--- config.mk ---
export PLATFORM = sky130hd
export DESIGN_NAME = gat_ctrl
export DESIGN_NICKNAME = d
export VERILOG_FILES = /design/src/hdl/gat_pkg.sv /design/src/hdl/gat_ctrl.sv
export SDC_FILE = /design/constraint.sdc
export NUM_CORES = 1
export LEC_CHECK = 0
export ABC_AREA = 1
export BUFFER_PORTS_ARGS = -buffer_cell sky130_fd_sc_hd__buf_2
export CORE_MARGIN = 3
export CORE_UTILIZATION = 47
export CTS_CLUSTER_SIZE = 8
export DETAILED_ROUTE_END_ITERATION = 12
export GPL_ROUTABILITY_DRIVEN = 0
export PLACE_DENSITY = 0.78
export SYNTH_ARGS = -nofsm -noshare
export SYNTH_HDL_FRONTEND = slang
export SYNTH_SLANG_ARGS = --single-unit
--- constraint.sdc ---
create_clock -name i_clk -period 1.5 [get_ports i_clk]
set_input_delay 0.15 -clock i_clk [delete_from_list [all_inputs] [get_ports i_clk]]
set_output_delay 0.15 -clock i_clk [all_outputs]
set_load 0.005 [all_outputs]
--- src/hdl/gat_pkg.sv ---
// shared types and constants for the generation admission table
package gat_pkg;

    localparam int TableDepth   = 64;
    localparam int SlotW        = $clog2(TableDepth);
    localparam int CountW       = SlotW + 1;
    localparam int MaxFirstHops = 4;
    localparam int HopIdxW      = $clog2(MaxFirstHops);
    localparam int HopCntW      = $clog2(MaxFirstHops + 1);

    // register indexes
    localparam logic [2:0] RegFactorSame = 3'd0;
    localparam logic [2:0] RegFactorNew  = 3'd1;
    localparam logic [2:0] RegBcastLimit = 3'd2;
    localparam logic [2:0] RegEntryCap   = 3'd3;
    localparam logic [2:0] RegInvalid    = 3'd4;

    // commands
    localparam logic CmdAccept    = 1'b0;
    localparam logic CmdBroadcast = 1'b1;

    // controller to datapath
    typedef struct packed {
        logic load;        // capture request
        logic srch_start;  // set search index to zero
        logic srch_rd;     // issue key read at search index
        logic srch_next;   // advance search index
        logic evict;       // drop oldest entry
        logic create;      // write new entry
        logic hop_start;   // start hop list scan
        logic hop_rd;      // issue hop list read
        logic hop_next;    // advance hop scan
        logic mul;         // register products
        logic decide;      // apply admission / broadcast update
        logic note_hop;    // write hop to list
    } t_cmd;

    // datapath to controller
    typedef struct packed {
        logic is_bcast;
        logic bcast_unlim;
        logic srch_done;   // index reached live count
        logic key_hit;     // read key matches
        logic full;        // live count at or above cap
        logic hop_done;    // scanned all listed hops
        logic hop_hit;     // listed hop matches
    } t_stat;

endpackage

--- src/hdl/gat_ctrl.sv ---
// controller state machine sequencing search, evict, create, hop scan, multiply and decision
module gat_ctrl import gat_pkg::*; (
    input  logic  i_clk,
    input  logic  i_rst_n,
    input  logic  i_valid,
    output logic  o_ready,
    output logic  o_valid,
    input  logic  i_ready,
    input  t_stat i_stat,
    output t_cmd  o_cmd
);

    typedef enum logic [11:0] {
        S_IDLE   = 12'b000000000001,
        S_SRCH   = 12'b000000000010,
        S_SWAIT  = 12'b000000000100,
        S_SCHK   = 12'b000000001000,
        S_EVICT  = 12'b000000010000,
        S_CREATE = 12'b000000100000,
        S_HREAD  = 12'b000001000000,
        S_HWAIT  = 12'b000010000000,
        S_HCHK   = 12'b000100000000,
        S_MUL    = 12'b001000000000,
        S_DECIDE = 12'b010000000000,
        S_OUT    = 12'b100000000000
    } t_state;

    t_state r_state, n_state;
    logic   r_created;

    always_ff @(posedge i_clk) begin
        if (!i_rst_n) begin
            r_state   <= S_IDLE;
            r_created <= 1'b0;
        end else begin
            r_state <= n_state;
            if (r_state == S_IDLE) r_created <= 1'b0;
            if (o_cmd.create) r_created <= 1'b1;
        end
    end

    // next state and commands
    always_comb begin
        n_state = r_state;
        o_cmd   = '0;
        o_ready = 1'b0;
        o_valid = 1'b0;
        case (r_state)
            S_IDLE: begin
                o_ready = 1'b1;
                if (i_valid) begin
                    o_cmd.load = 1'b1;
                    o_cmd.srch_start = 1'b1;
                    n_state = S_SRCH;
                end
            end
            S_SRCH: begin
                if (i_stat.is_bcast && i_stat.bcast_unlim) n_state = S_DECIDE;
                else if (i_stat.srch_done) n_state = S_EVICT;
                else begin
                    o_cmd.srch_rd = 1'b1;
                    n_state = S_SWAIT;
                end
            end
            S_SWAIT: n_state = S_SCHK;
            S_SCHK: begin
                if (i_stat.key_hit) n_state = S_HREAD;
                else begin
                    o_cmd.srch_next = 1'b1;
                    n_state = S_SRCH;
                end
            end
            S_EVICT: begin
                if (i_stat.full) o_cmd.evict = 1'b1;
                else n_state = S_CREATE;
            end
            S_CREATE: begin
                o_cmd.create = 1'b1;
                n_state = S_HREAD;
            end
            S_HREAD: begin
                o_cmd.hop_start = 1'b1;
                n_state = S_HWAIT;
            end
            S_HWAIT: n_state = S_HCHK;
            S_HCHK: begin
                if (i_stat.hop_done) n_state = S_MUL;
                else begin
                    o_cmd.hop_next = 1'b1;
                    n_state = S_HWAIT;
                end
            end
            S_MUL: begin
                o_cmd.mul = 1'b1;
                n_state = S_DECIDE;
            end
            S_DECIDE: begin
                o_cmd.decide = 1'b1;
                o_cmd.note_hop = !i_stat.is_bcast;
                n_state = S_OUT;
            end
            S_OUT: begin
                o_valid = 1'b1;
                if (i_ready) n_state = S_IDLE;
            end
            default: n_state = S_IDLE;
        endcase
    end

    // checks
    a_out_holds: assert property (@(posedge i_clk) disable iff (!i_rst_n)
        (o_valid && !i_ready) |=> o_valid) else $error("result dropped");
    a_one_create: assert property (@(posedge i_clk) disable iff (!i_rst_n)
        (o_cmd.create && r_created) |-> 1'b0) else $error("double create");
    a_no_evict_create: assert property (@(posedge i_clk) disable iff (!i_rst_n)
        !(o_cmd.evict && o_cmd.create)) else $error("evict with create");

endmodule

==> flow_summary.json, run 1 <==
{
  "status": "finished, violations left",
  "violations": "setup timing",
  "io_pins": 25,
  "clock-sinks": 12,
  "drt_wl_total_mm": 2.53,
  "dr.pass1.iters": 4,
  "area_growth_pct": 51.7,
  "p_int_uw": 561,
  "fin_crit_ns": 1.61,
  "htreeDepth": 1,
  "syn-cell-area_um2": 861,
  "multi_input_area_um2": 599,
  "yosys-top-cells-area": "dfxtp_1 (28%), inv_1 (11%), nand2_1 (11%), nor2_1 (6.1%), nor2_4 (5.2%)",
  "r2r-start": "r_state[5]",
  "critPathArrivalTime_ns": 1.46,
  "crit_path_end_kind": "output pin",
  "grt_pass1_wl_mm": 3.72,
  "skew_ns": 0.00224,
  "fin_ws_ns": -0.110,
  "final_layout_size_suffix_gt1_share_pct": 53.5,
  "pwr-share-comb_pct": 38.4,
  "path_max_fanout": 5,
  "synth_edf_count": 0,
  "path_class": "register to output pin",
  "cp-startpoint": "r_state[5]",
  "p_per_area_nw_per_um2": 680,
  "r2r_slack_ns": -0.09,
  "num-fill-cells": 113,
  "synth_area_per_cell_um2": 6.73,
  "largest_reg_flops": 12,
  "die_h_um": 48.8,
  "ys_async_sr_fraction_pct": 0,
  "grt_overflow_total": 0,
  "worstSetupEndpoint": "o_cmd[0]",
  "synthFlopType": "dfxtp_1",
  "final-max-slew-violation-count": 0,
  "fin_nets": 183,
  "drc_errors": 0,
  "netlist.top_cell.by_area": "dfxtp_1",
  "drtIter0Drc": 33,
  "setup-tns-final_ns": -1.14,
  "die_x_um": 48.8,
  "finalCritPeriodShare_pct": 107,
  "hold_viol": 0,
  "synth_cell_types": 25,
  "p_leak_uw": 0.000724,
  "total_power_uw": 889,
  "port_buffers": 22,
  "ys_seq_area_share_pct": 27.9,
  "met2_usage_pct": 38.0,
  "cp-start-kind": "register",
  "die_area_um2": 2380,
  "wl_per_cell_um": 13.0,
  "via_per_inst": 5.05,
  "clkTransAtPathRegs_ns": 0.07,
  "globalRouteMet3Util_pct": 3.06,
  "hpwl_mm": 1.48,
  "hp-class": "input port to register",
  "switching_power_uw": 328,
  "grtUsageTotal_pct": 20.0,
  "cts_made_buffers": 3,
  "rr_worst_depth": 10,
  "top_usage_layer": "met2",
  "met1_usage_pct": 20.7,
  "antenna_found_initial": 0,
  "syn_inst": 128,
  "cts_tree": "yes",
  "place_area_um2": 986,
  "pwr-share-clk_pct": 22.0,
  "seqCellArea_um2": 254,
  "setup_violations": 17,
  "required_ns": 1.35,
  "synthTopCellsByCount": "inv_1 (26), nand2_1 (26), nor2_1 (14)",
  "postCtsHoldBufs": 0,
  "rsz0062_at_grt": "true",
  "switching_share_pct": 36.9,
  "vdd_drop_max_uv": 506,
  "grt_pass1_vias": 897,
  "largest-register": "r_state",
  "root_buffer": "clkbuf_4",
  "pwr-share-seq_pct": 39.6,
  "ant_nets": 0,
  "core_area_um2": 1610,
  "ctsLongestPathBuffers": 2,
  "synth-seq-cells": 12,
  "yosysWarnings": 0,
  "placedCellCount": 172,
  "fin_cells": 194,
  "vias": 979,
  "start_util_pct": 53.4,
  "num_rows": 14,
  "antenna_cells": 0,
  "fmax_ghz": 0.621,
  "grt_max_degree": 8,
  "synth.top_cell.area_share_pct": 27.9,
  "fin_util_pct": 81.1,
  "synth_fp_nets": 139,
  "clk_latency_ns": 0.27,
  "rr_endpoint": "r_state[6]",
  "stdcell_area_um2": 1310,
  "cap_violations": 0,
  "top_regs": "r_state (12)"
}
cell type report:
class,count,area share [%]
multi-input cells,87,45.9
repair buffers,41,22.9
flip-flops and latches,12,19.4
inverters,27,7.76
well taps,24,2.30
clock buffers,3,1.72
power by group through the flow:
stage	Sequential [µW]	Clock (µW)	Combinational (µW)
after floorplan	350	0	201
after global placement	352	0	257
after detailed placement	353	0	258
after CTS	348	200	292
after global routing	351	217	376
final	351	196	341
worst max-delay path: stages, from the launching register on:
cell and delay, ns:
dfxtp_4 0.35, nor2_4 0.14, nand2_4 0.10, buf_12 0.14, nor2_4 0.15, nand2_2 0.09
nor2_1 0.10, buf_2 0.12
layout by cell type (no fill, tap or decap), types with 2 or more instances in the layout:
master    count
dfxtp_4       2
and3_1        4
dfxtp_2       5
buf_4        14
nor2_1       10
inv_1        22
nand3_1       4
nand2_1      19
nor3_1        6
o21ai_0       2
o21ai_1       2
buf_6         7
nor2_2        6
clkbuf_4      3
buf_2        19
nand2_2       8
a21oi_1       3
dfxtp_1       5
nor3_2        2
nor2_4        6
nand2_4       5
nand3_4       2
inv_2         5
kinds of logic after synthesis:
| group | after synthesis | share of synthesized area (%) |
|---|---|---|
| AOI/OAI and AO/OA | 8 | 5.96 |
| other | 1 | 0.436 |
| and+or+nand+nor | 78 | 52.2 |
| buffers and inverters | 29 | 13.5 |
| DFF | 12 | 27.9 |
per-stage QoR:
| step | hold slack (ns) | setup WS (ns) |
|---|---|---|
| 2_1_floorplan | 0.291 | 0.268 |
| 3_3_place_gp | 0.409 | 0.170 |
| 3_5_place_dp | 0.415 | 0.154 |
| 4_1_cts | 0.121 | -0.0764 |
| 5_1_grt | 0.144 | -0.212 |
| 6_report | 0.142 | -0.110 |
repair_timing:
| action | CTS | global route |
|---|---|---|
| resized for setup | 16 | 26 |
| setup buffers | 10 | 9 |
| gates cloned | 0 | 0 |
| pin swaps | 9 | 11 |
| setup endpoints to repair | 8 | 20 |
worst min path at each step:
stage              start         end  depth (start not counted)
2_1_floorplan  i_stat[1]  r_state[9]                          2
3_3_place_gp   i_stat[1]  r_state[9]                          3
3_5_place_dp   i_stat[1]  r_state[9]                          3
4_1_cts        i_stat[1]  r_state[9]                          3
5_1_grt        i_stat[1]  r_state[9]                          3
6_report       i_stat[4]  r_state[4]                          3
routing by layer:
layer | vias to the layer above | routed length (µm)
met1 | 427 | 947
met2 | 57 | 1310
met5 | - | 0
met4 | 0 | 106
li1 | 481 | -
met3 | 14 | 166
Power figures use the tool's default switching activity.
==> run 2, diff against run 1 <==
==> constraint.sdc (replaced) <==
create_clock -name i_clk -period 1.5 [get_ports i_clk]
set_input_delay 0.15 -clock i_clk [delete_from_list [all_inputs] [get_ports i_clk]]
set_output_delay 0.15 -clock i_clk [all_outputs]
set_load 0.1 [all_outputs]
==> run 2 against run 1 <==
  * The run now fails in global routing
  * Area after synthesis is the same
  * Synthesized cell count unchanged
==> flow_summary.json, run 2 <==
{
  "root_buffer": "clkbuf_4",
  "hpwl_mm": 1.79,
  "ctsLongestPathBuffers": 2,
  "ys_seq_area_share_pct": 27.9,
  "synth_edf_count": 0,
  "htreeDepth": 1,
  "synthTopCellsByCount": "inv_1 (26), nand2_1 (26), nor2_1 (14)",
  "grt_max_degree": 8,
  "synth_fp_nets": 139,
  "synthFlopType": "dfxtp_1",
  "synth-seq-cells": 12,
  "dp_worst_setup_slack_ns": 0.00695,
  "synth_cell_types": 25,
  "yosysWarnings": 0,
  "syn_inst": 128,
  "stop_stage": "global routing",
  "synth.top_cell.area_share_pct": 27.9,
  "status": "did not finish",
  "num_rows": 14,
  "postCtsHoldBufs": 0,
  "start_util_pct": 53.4,
  "syn-cell-area_um2": 861,
  "netlist.top_cell.by_area": "dfxtp_1",
  "port_buffers": 22,
  "cts_made_buffers": 3,
  "synth_area_per_cell_um2": 6.73,
  "crit_endpoint": "o_cmd[7]",
  "yosys-top-cells-area": "dfxtp_1 (28%), inv_1 (11%), nand2_1 (11%), nor2_1 (6.1%), nor2_4 (5.2%)",
  "ys_async_sr_fraction_pct": 0,
  "clock-sinks": 12,
  "die_x_um": 48.8,
  "die_h_um": 48.8,
  "worstEpCategory": "primary output",
  "error_line": "[ERROR DPL-0038] Utilization greater than 100%, impossible to legalize",
  "io_pins": 25
}
## run 2: cell counts after synthesis
Identical to the previous run, type by type.
## run 2: through the flow
step                instance area (µm²)  setup TNS [ns]  std cells
floorplan                           942          -0.617        128
global placement                   1270               0        175
detailed placement                 1270               0        175
CTS                                1440           -2.08        191
## run 2: kinds of logic after synthesis
kind of cell / after synthesis / share of synthesized area, %
and+or+nand+nor: 78 / 52.2
buffers and inverters: 29 / 13.5
DFF: 12 / 27.9
AOI/OAI and AO/OA: 8 / 5.96
other: 1 / 0.436
## run 2: timing repair
item / CTS
buffers inserted: 12
gates cloned: 0
gates resized for setup: 17
setup endpoints to repair: 13
pin swaps: 16
==> run 3, diff against run 2 <==
Settings changed: CORE_AREA set to 3 3 64 66, CORE_MARGIN 3 to unset, CORE_UTILIZATION 47 to unset, CTS_CLUSTER_SIZE 8 to unset, DIE_AREA set to 0 0 67 69, PLACE_DENSITY 0.78 to unset, PLACE_DENSITY_LB_ADDON set to 0.15.
==> run 3 against run 2 <==
  * The flow now finishes, with violations (setup timing)
==> flow_summary.json, run 3 (same netlist as run 1, synthesis figures left out) <==
{
  "status": "finished, violations left",
  "violations": "setup timing",
  "drc_errors": 0,
  "grtUsageTotal_pct": 10.8,
  "area_growth_pct": 78.5,
  "rsz0062_at_grt": "true",
  "htreeDepth": 1,
  "final-max-slew-violation-count": 0,
  "hp-class": "input port to register",
  "required_ns": 1.35,
  "crit_path_end_kind": "output pin",
  "top_regs": "r_state (12)",
  "ctsLongestPathBuffers": 2,
  "fmax_ghz": 0.600,
  "fin_crit_ns": 1.67,
  "clk_latency_ns": 0.23,
  "path_class": "register to output pin",
  "antenna_cells": 0,
  "num_rows": 22,
  "grt_max_degree": 8,
  "hold_viol": 0,
  "setup_violations": 18,
  "layout_common_cells": "nand2_1 (21), inv_1 (19), buf_4 (18), buf_12 (13)",
  "cp-startpoint": "r_state[9]",
  "cap_violations": 0,
  "fin_ws_ns": -0.166,
  "vdd_drop_max_uv": 641,
  "total_power_uw": 1250,
  "grt_pass1_wl_mm": 3.93,
  "critPathArrivalTime_ns": 1.52,
  "die_h_um": 69,
  "grt_pass1_vias": 937,
  "hpwl_mm": 1.83,
  "clock-sinks": 12,
  "drtIter0Drc": 11,
  "grt_overflow_total": 0,
  "finalCritPeriodShare_pct": 111,
  "min-delay-start": "i_stat[4]",
  "path_max_fanout": 4,
  "vias": 913,
  "place_area_um2": 1320,
  "die_area_um2": 4620,
  "die_x_um": 67,
  "ant_nets": 0,
  "max_stage_delay_ns": 0.33,
  "p_per_area_nw_per_um2": 815,
  "core_area_um2": 3630,
  "cp-start-kind": "register",
  "r2r_slack_ns": -0.11,
  "stdcell_area_um2": 1540,
  "postCtsHoldBufs": 0,
  "largest_reg_flops": 12,
  "clkTransAtPathRegs_ns": 0.05,
  "root_buffer": "clkbuf_8",
  "r2r-start": "r_state[9]",
  "crit_path_top_delay_cell": "dfxtp_2",
  "cts_tree": "yes",
  "skew_ns": 0.00485,
  "p_leak_uw": 0.000682,
  "drt_wl_total_mm": 2.29,
  "start_util_pct": 23.7,
  "via_per_inst": 4.19,
  "final_layout_size_suffix_gt1_share_pct": 54.7,
  "largest-register": "r_state",
  "port_buffers": 22,
  "crit_chain": "nor2_4, nand2_4, nor2_8, nand2_4, a21oi_4, nand2_2, clkinvlp_4, buf_12",
  "cpMostUsedCell": "nand2_4",
  "fin_nets": 183,
  "dr.pass1.iters": 4,
  "io_pins": 25,
  "wl_per_cell_um": 10.5,
  "antenna_found_initial": 0,
  "cts_made_buffers": 3,
  "final_common_cell": "nand2_1"
}
run 3: path summary, 6_finish.rpt:
path | endpoint | depth (start not counted)
worst max-delay path | o_cmd[9] | 8
worst min-delay path | r_state[4] | 3
worst max register to register | r_state[2] | 10
worst min register to register | r_state[10] | 3
run 3: through the flow:
stage / std cells / worst slack [ns] / util [%] / hold WS (ns) / TNS, ns
3_5_place_dp: 201 / 0.0258 / 36.3 / 0.407 / 0
4_1_cts: 214 / -0.156 / 41.0 / 0.200 / -1.14
3_3_place_gp: 201 / 0.0452 / 36.3 / 0.414 / 0
2_1_floorplan: 128 / -0.263 / - / 0.291 / -0.617
6_report: 218 / -0.166 / 42.3 / 0.197 / -1.47
5_1_grt: 218 / -0.229 / 42.3 / 0.197 / -3.08
run 3: final cells by class:
cell class                      count  area, µm²
Fill cell                         401       2100
Multi-Input combinational cell     87        604
Timing Repair Buffer               41        452
Sequential cell                    12        251
Inverter                           27        128
Tap cell                           48       60.1
Clock buffer                        3       41.3
run 3: power breakdown:
group          internal, µW  switching (µW)  total, µW
registers               338            14.7        352
logic                   214             406        620
clock network           176             104        280
total                   728             524       1250
run 3: critical path: cells and delay by family, from the launching register on:
kind	cells	cell delay, ns
compound gates	1	0.15
flops	1	0.33
buf+inv	2	0.24
simple gates	5	0.55
run 3: timing repair:
item | in CTS | in global routing
resized for setup | 16 | 7
endpoints found under the setup margin | 13 | 21
pin swaps | 11 | 6
buffers inserted | 10 | 4
run 3: metal layers:
layer	part of all wire, %	up-vias	GRT usage (%)	wire [µm]
met5	0	-	0	0
met4	0.92	0	3.38	21
met3	4.4	2	2.12	100
met2	51	23	18.1	1170
met1	43	409	13.7	992
li1	-	479	-	-
==> run 4, diff against run 3 <==
Settings changed: GPL_TIMING_DRIVEN set to 0, SETUP_SLACK_MARGIN set to 0.2.
==> run 4 against run 3 <==
  * The flow still finishes with violations (setup timing)
  * Setup slack worse by 0.0088 ns
  * Cell area grew 13%
  * First-iteration DRC count increased by 36%
  * Utilization up 5.7 points
  * Power rose by 17%
  * Largest cell class unchanged
==> flow_summary.json, run 4 (same netlist as run 1, synthesis figures left out) <==
{
  "largest-register": "r_state",
  "dr.pass1.iters": 4,
  "largest_reg_flops": 12,
  "status": "finished, violations left",
  "vdd_drop_max_uv": 802,
  "top_regs": "r_state (12)",
  "grt_max_degree": 8,
  "grt_pass1_vias": 966,
  "cts_tree": "yes",
  "clk_latency_ns": 0.24,
  "drtIter0Drc": 15,
  "antenna_found_initial": 0,
  "hold_viol": 0,
  "cap_violations": 0,
  "met2_usage_pct": 20.3,
  "die_h_um": 69,
  "top_usage_layer": "met2",
  "globalRouteMet3Util_pct": 2.77,
  "port_buffers": 22,
  "antenna_cells": 0,
  "area_growth_pct": 102,
  "fin_crit_ns": 1.68,
  "cts_made_buffers": 3,
  "violations": "setup timing",
  "htreeDepth": 1,
  "postCtsHoldBufs": 0,
  "p_per_area_nw_per_um2": 843,
  "total_power_uw": 1470,
  "clock-sinks": 12,
  "layout_common_cells": "nand2_1 (18), inv_1 (16), buf_4 (15), buf_12 (14), nor2_4 (13)",
  "fmax_ghz": 0.597,
  "cp-start-kind": "register",
  "drc_errors": 0,
  "hp-class": "input port to register",
  "via_per_inst": 4.22,
  "seqCellArea_um2": 255,
  "fin_nets": 191,
  "p_leak_uw": 0.000777,
  "crit_path_end_kind": "output pin",
  "hpwl_mm": 1.79,
  "setup_violations": 21,
  "final_common_cell": "nand2_1",
  "path_class": "register to output pin",
  "core_area_um2": 3630,
  "place_area_um2": 1140,
  "rsz0062_at_grt": "true",
  "clkTransAtPathRegs_ns": 0.05,
  "stdcell_area_um2": 1740,
  "die_x_um": 67,
  "io_pins": 25,
  "final-max-slew-violation-count": 0,
  "fin_ws_ns": -0.175,
  "wl_per_cell_um": 11.8,
  "required_ns": 1.35,
  "multi_input_area_um2": 694,
  "skew_ns": 0.00250,
  "drt_wl_total_mm": 2.67,
  "num-fill-cells": 375,
  "root_buffer": "clkbuf_8",
  "grtUsageTotal_pct": 12.7,
  "critPathArrivalTime_ns": 1.53,
  "path_max_fanout": 4,
  "die_area_um2": 4620,
  "grt_pass1_wl_mm": 4.49,
  "hold_slack_ns": 0.206,
  "vias": 953,
  "finalCritPeriodShare_pct": 112,
  "final_layout_size_suffix_gt1_share_pct": 65.2,
  "setup-tns-final_ns": -1.96,
  "met1_usage_pct": 15.6,
  "ant_nets": 0,
  "ctsLongestPathBuffers": 2,
  "grt_overflow_total": 0,
  "num_rows": 22,
  "start_util_pct": 23.7
}
[run 4: worst paths after layout]
kind                                  start    endpoint  slack (ns)  depth (start not counted)
worst max register to register  r_state[11]  r_state[8]       -0.11                         10
worst min-delay path              i_stat[4]  r_state[4]        0.21                          3
worst min register to register   r_state[3]  r_state[3]        0.60                          3
worst max-delay path             r_state[3]    o_cmd[9]       -0.18                          8
[run 4: stage by stage]
stage	cells	utilization, %	worst slack [ns]
floorplan	128	-	-0.255
global placement	198	31.5	-0.214
detailed placement	198	31.5	-0.214
CTS	220	44.4	-0.167
global route	226	48.0	-0.284
finish	226	48.0	-0.175
[run 4: layout make-up]
type	instances	area share [%]
multi-input cells	87	39.8
repair buffers	47	30.7
flip-flops and latches	12	14.6
inverters	27	7.47
well taps	48	3.45
clock buffers	3	2.37
plain buffers	2	1.58
[run 4: metal layers]
metal / wire length, µm / part of all wire (%)
met5: 0 / 0
met4: 50 / 1.9
met3: 126 / 4.7
met2: 1410 / 53
met1: 1080 / 40
[run 4: report_power, final]
part / internal [µW] / total (µW) / switching [µW]
Combinational: 344 / 814 / 469
Clock: 177 / 298 / 121
Sequential: 336 / 358 / 22.0
[run 4: what timing repair did]
action                                  CTS  global route
buffers inserted                         19             6
gates resized for setup                  72            23
endpoints found under the setup margin   22            24
endpoints found under the hold margin     0             0
pin swaps                                19            14
[run 4: critical path, cell delays in order (launching register included)]
cell	delay (ns)
dfxtp_2	0.34
inv_1	0.07
nand2_2	0.08
nor3_4	0.24
nand2_4	0.08
a21oi_4	0.13
nand2_2	0.09
clkinvlp_4	0.08
buf_12	0.16
